### src/sem_pkg.sv
// ----------------------------------------------------------------------------
// sem_pkg: shared types and constants for the sobel edge magnitude block
// register indexes, output mode codes, pixel word and result bundle types
// ----------------------------------------------------------------------------
package sem_pkg;

  // configuration register indexes
  localparam logic [1:0] REG_WIDTH  = 2'd0;
  localparam logic [1:0] REG_HEIGHT = 2'd1;
  localparam logic [1:0] REG_MODE   = 2'd2;
  localparam logic [1:0] REG_FOUR   = 2'd3;

  // output mode codes (the spare code acts as combined)
  localparam logic [1:0] MODE_COMB = 2'd0;
  localparam logic [1:0] MODE_HORZ = 2'd1;
  localparam logic [1:0] MODE_VERT = 2'd2;

  // reset values of the configuration registers
  localparam logic [10:0] RST_WIDTH  = 11'd640;
  localparam logic [11:0] RST_HEIGHT = 12'd480;

  // result queue sizing
  localparam int QDEPTH = 4;
  localparam int QPTR_W = 2;
  localparam int QCNT_W = 3;

  // one pixel, four bytes, channel 0 in the low byte
  typedef logic [31:0] pix_t;

  // per-beat emission flags
  typedef struct packed {
    logic emit_a;  // centre of window, position (r-1, c-1)
    logic emit_b;  // right border of the row above, (r-1, c)
    logic emit_c;  // bottom row pass-through, (r, c)
    logic full;    // window fully interior, filter applies
  } flags_t;

  // up to three results caused by one input beat
  typedef struct packed {
    pix_t [2:0]  pix;   // index 0: emit_a, 1: emit_b, 2: emit_c
    logic [11:0] row;   // row of the input beat
    logic [2:0]  mask;  // which results are present
  } bundle_t;

endpackage

### src/sem_lane.sv
// ----------------------------------------------------------------------------
// sem_lane: one channel of the 3x3 sobel core
// forms capped gx and gy, registers them, then magnitude, saturate and invert
// ----------------------------------------------------------------------------
module sem_lane (
  input  logic             clk,
  input  logic [1:0]       mode,
  input  logic [2:0][7:0]  left_col,   // top, middle, bottom
  input  logic [7:0]       top_mid,
  input  logic [7:0]       bot_mid,
  input  logic [2:0][7:0]  right_col,  // top, middle, bottom
  output logic [7:0]       edge_val
);

  logic [9:0]         lx_sum, rx_sum, ty_sum, by_sum;
  logic signed [11:0] gx, gy, gx_cap, gy_cap;
  logic signed [11:0] gx_r, gy_r;
  logic signed [11:0] gx_neg, gy_neg;
  logic [10:0]        ax, ay;
  logic [11:0]        s;
  logic [7:0]         sat;

  // weighted column and row sums, weights 1,2,1
  always_comb begin
    lx_sum = {2'b00, left_col[0]} + {1'b0, left_col[1], 1'b0} + {2'b00, left_col[2]};
    rx_sum = {2'b00, right_col[0]} + {1'b0, right_col[1], 1'b0} + {2'b00, right_col[2]};
    ty_sum = {2'b00, left_col[0]} + {1'b0, top_mid, 1'b0} + {2'b00, right_col[0]};
    by_sum = {2'b00, left_col[2]} + {1'b0, bot_mid, 1'b0} + {2'b00, right_col[2]};
    gx     = $signed({2'b00, lx_sum}) - $signed({2'b00, rx_sum});
    gy     = $signed({2'b00, ty_sum}) - $signed({2'b00, by_sum});
    // cap from above only
    gx_cap = (gx > 12'sd255) ? 12'sd255 : gx;
    gy_cap = (gy > 12'sd255) ? 12'sd255 : gy;
  end

  // gradient register
  always_ff @(posedge clk) begin
    gx_r <= gx_cap;
    gy_r <= gy_cap;
  end

  // magnitude, mode select, saturate, invert
  always_comb begin
    gx_neg = -gx_r;
    gy_neg = -gy_r;
    ax     = gx_r[11] ? gx_neg[10:0] : gx_r[10:0];
    ay     = gy_r[11] ? gy_neg[10:0] : gy_r[10:0];
    case (mode)
      sem_pkg::MODE_HORZ: s = {1'b0, ax};
      sem_pkg::MODE_VERT: s = {1'b0, ay};
      default:            s = {1'b0, ax} + {1'b0, ay};
    endcase
    sat      = (s > 12'd255) ? 8'hFF : s[7:0];
    edge_val = 8'hFF - sat;
  end

endmodule

### config.mk
export PLATFORM = sky130hd
export DESIGN_NAME = sem_lane
export DESIGN_NICKNAME = d
export VERILOG_FILES = /design/src/sem_pkg.sv /design/src/sem_lane.sv
export SDC_FILE = /design/constraint.sdc
export NUM_CORES = 1
export LEC_CHECK = 0
export ABC_AREA = 1
export BUFFER_PORTS_ARGS = -buffer_cell sky130_fd_sc_hd__buf_2
export CORE_ASPECT_RATIO = 0.9
export CORE_MARGIN = 1.5
export CORE_UTILIZATION = 63
export CTS_CLUSTER_DIAMETER = 150
export CTS_CLUSTER_SIZE = 10
export DETAILED_ROUTE_END_ITERATION = 8
export PLACE_DENSITY = 0.88
export REMOVE_ABC_BUFFERS = 1
export SYNTH_ARGS = -nofsm -noshare
export SYNTH_HDL_FRONTEND = slang
export SYNTH_SLANG_ARGS = --single-unit
### constraint.sdc
create_clock -name clk -period 6.7 [get_ports clk]
set_input_delay 0 -clock clk [delete_from_list [all_inputs] [get_ports clk]]
set_output_delay 0 -clock clk [all_outputs]
set_load 0.01 [all_outputs]
==> flow_summary_export.csv <==
group,metric,value,unit
cells_and_area,diodes,0,
synthesis,syn-cell-area,4493,um^2
floorplan,die_area,7648,um^2
route,drt_iter0_markers,145,
route,ant_nets,0,
global_route,grt_usage,25.52,%
place,portBuffers,74,
synthesis,ys.warnings.count,0,
status,status,"finished clean",
clocking,cts_root_buffer,"clkbuf_8",
route,dr_total_vias,3803,
floorplan,core-area,6967,um^2
timing,slew_viol_final,0,
cells_and_area,layout.nets,855,
timing,setup_viol,0,
timing,relSlewSlack,55.25,%
power,vdd_ir_drop_max,0.2482,mV
floorplan,die_h,83.12,um
synthesis,synth_seq_cells,22,
setup_path,cp.arrival,3310,ps
clocking,cts_hold_buf,0,
global_route,grt-ovfl-total,0,
synthesis,ys_types,38,
floorplan,fp.dieW,92.02,um
setup_path,path_max_fanout,8,
flow_run,cap_violations,0,
timing,setup-tns-final,0,ps
power,powerDensity,517.9,nW/um^2
timing,min_period,3156,ps
clocking,cts.repair.resized,0,
route,drt_wl_total,8950,um
synthesis,synth_largest_area_cell,"fa_1",
cells_and_area,nFillCells,565,
timing,rsz0062_at_grt,"false",
floorplan,start_util,64.49,%
timing,tightest_slew,664.2,ps
clocking,path_clk_slew,70,ps
clocking,cts_setup_buffers,0,
setup_path,crit_path_start,"left_col[0]",
global_route,grt_pass1_vias,3904,
route,wl_per_cell,11.52,um
cells_and_area,area_growth,11.14,%
clocking,htreeDepth,1,
route,viasPerCell,4.894,
setup_path,crit_path_start_kind,"input port",
floorplan,io_pins,75,
hold_path,min_from,"left_col[17]",
clocking,clockBufferDepth,2,
power,leakagePower,0.002992,uW
place,gp_congestion,0.9021,
synthesis,seq_area_frac_synth,9.802,%
clocking,cts_buffers,3,
setup_path,cp-end-kind,"register",
setup_path,path_class,"in -> reg",
cells_and_area,layout-drive-gt1-share,16.37,%
synthesis,syn_avg_cell_area,7.342,um^2
route,drt-pass1-iter-count,4,
synthesis,post-synth-top-area-fraction,28.07,%
global_route,antenna_found_initial,0,
cells_and_area,final_cell_mix,"inv_1 (185), nand2_1 (119), buf_2 (74)",
route,drc,0,
synthesis,synthCells,612,
synthesis,yosys-top-cells-area,"fa_1 (28%), inv_1 (15%), ha_1 (11%)",
global_route,grt_pass1_wl,16170,um
clocking,cts_tree,"done",
place,place_hpwl,8243,um
timing,period_share,47.10,%
cells_and_area,final_common_cell,"inv_1",
clocking,cts_sinks,22,
timing,fin_hold_ws,252.5,ps
setup_path,cp.required,6850,ps
global_route,grt_max_degree,14,
hold_path,min_path_type,"in -> reg",
timing,hold_viol_final,0,
timing,timing.fmax,316.9,MHz
floorplan,rows,29,
[layout make-up]
cell class,count,area [um^2],share of cell area (%)
repair buffers,74,370.4,7.417
flip-flops and latches,22,440.4,8.820
well taps,93,116.4,2.330
clock buffers,3,41.29,0.8269
multi-input cells,396,3316,66.40
inverters,189,709.4,14.21
[cell families after synthesis]
group,share of synthesized area [%]
and+or+nand+nor,21.94
buffers and inverters,16.40
adders and majority gates,38.93
AOI/OAI and AO/OA,8.020
xor gates and xnor gates,4.678
DFF,9.802
muxes,0.2228
[sequential cells by signal (all words and copies together) (netlist names)]
signal	cells
gx_r	11
gy_r	11
[synth_stat cells, drive strengths merged]
library cell	count
nand4	4
a21o	1
inv	189
dfxtp	22
xor2	19
nor2	35
a22oi	1
buf	3
ha	39
fa	63
o211ai	1
o21bai	1
and3	1
mux2i	1
a211oi	2
clkbuf	2
nor3	6
nand2	131
o21ai	15
xnor2	5
nand3b	4
a21oi	32
nand3	30
a21boi	1
a31oi	4
[final timing paths]
kind	to	slack, ps	cells past startpoint
setup / recovery	gy_r[5]$_SDFF_PN1_	3540	21
hold / removal	gy_r[0]$_SDFF_PN1_	250	5
[metal layers]
layer	up-vias	track usage, %	wire length [um]	part of all wire [%]
met1	1774	34.19	4115	46
met4	0	2.937	54	0.60
met5	-	0	0	0
met3	6	2.015	271	3.0
li1	1951	-	-	-
met2	72	46.40	4509	50
[where the power goes]
group	total (uW)	switching, uW	internal, uW
Sequential	278	66.3	211
Clock	77.9	38.0	40.0
Combinational	2230	1380	849
Total	2590	1490	1100
[through the flow]
step                utilization (%)  instance area, um^2  total power [uW]  worst slack (ps)  std cells
floorplan                         -                 4466              2013              3682        607
global placement              71.08                 4952              2436              3447        774
detailed placement            71.08                 4952              2493              3255        774
CTS                           71.68                 4994              2583              3520        777
global route                  71.68                 4994              2923              3297        777
finish                        71.68                 4994              2586              3544        777
[worst max-delay path: stages]
cell and delay, ps:
buf_2 80, inv_1 70, fa_1 540, inv_1 70, fa_1 360, inv_1 90, fa_1 420, inv_1 70
ha_1 170, inv_1 60, fa_1 410, o21ai_2 210, nand2_1 90, nor2_1 100, nand3_1 100, nand2_1 90
nand2_1 60, nand2_1 90, nand2_2 70, nand2_4 100, nand2_1 60
(Power assumes the default switching activity.)
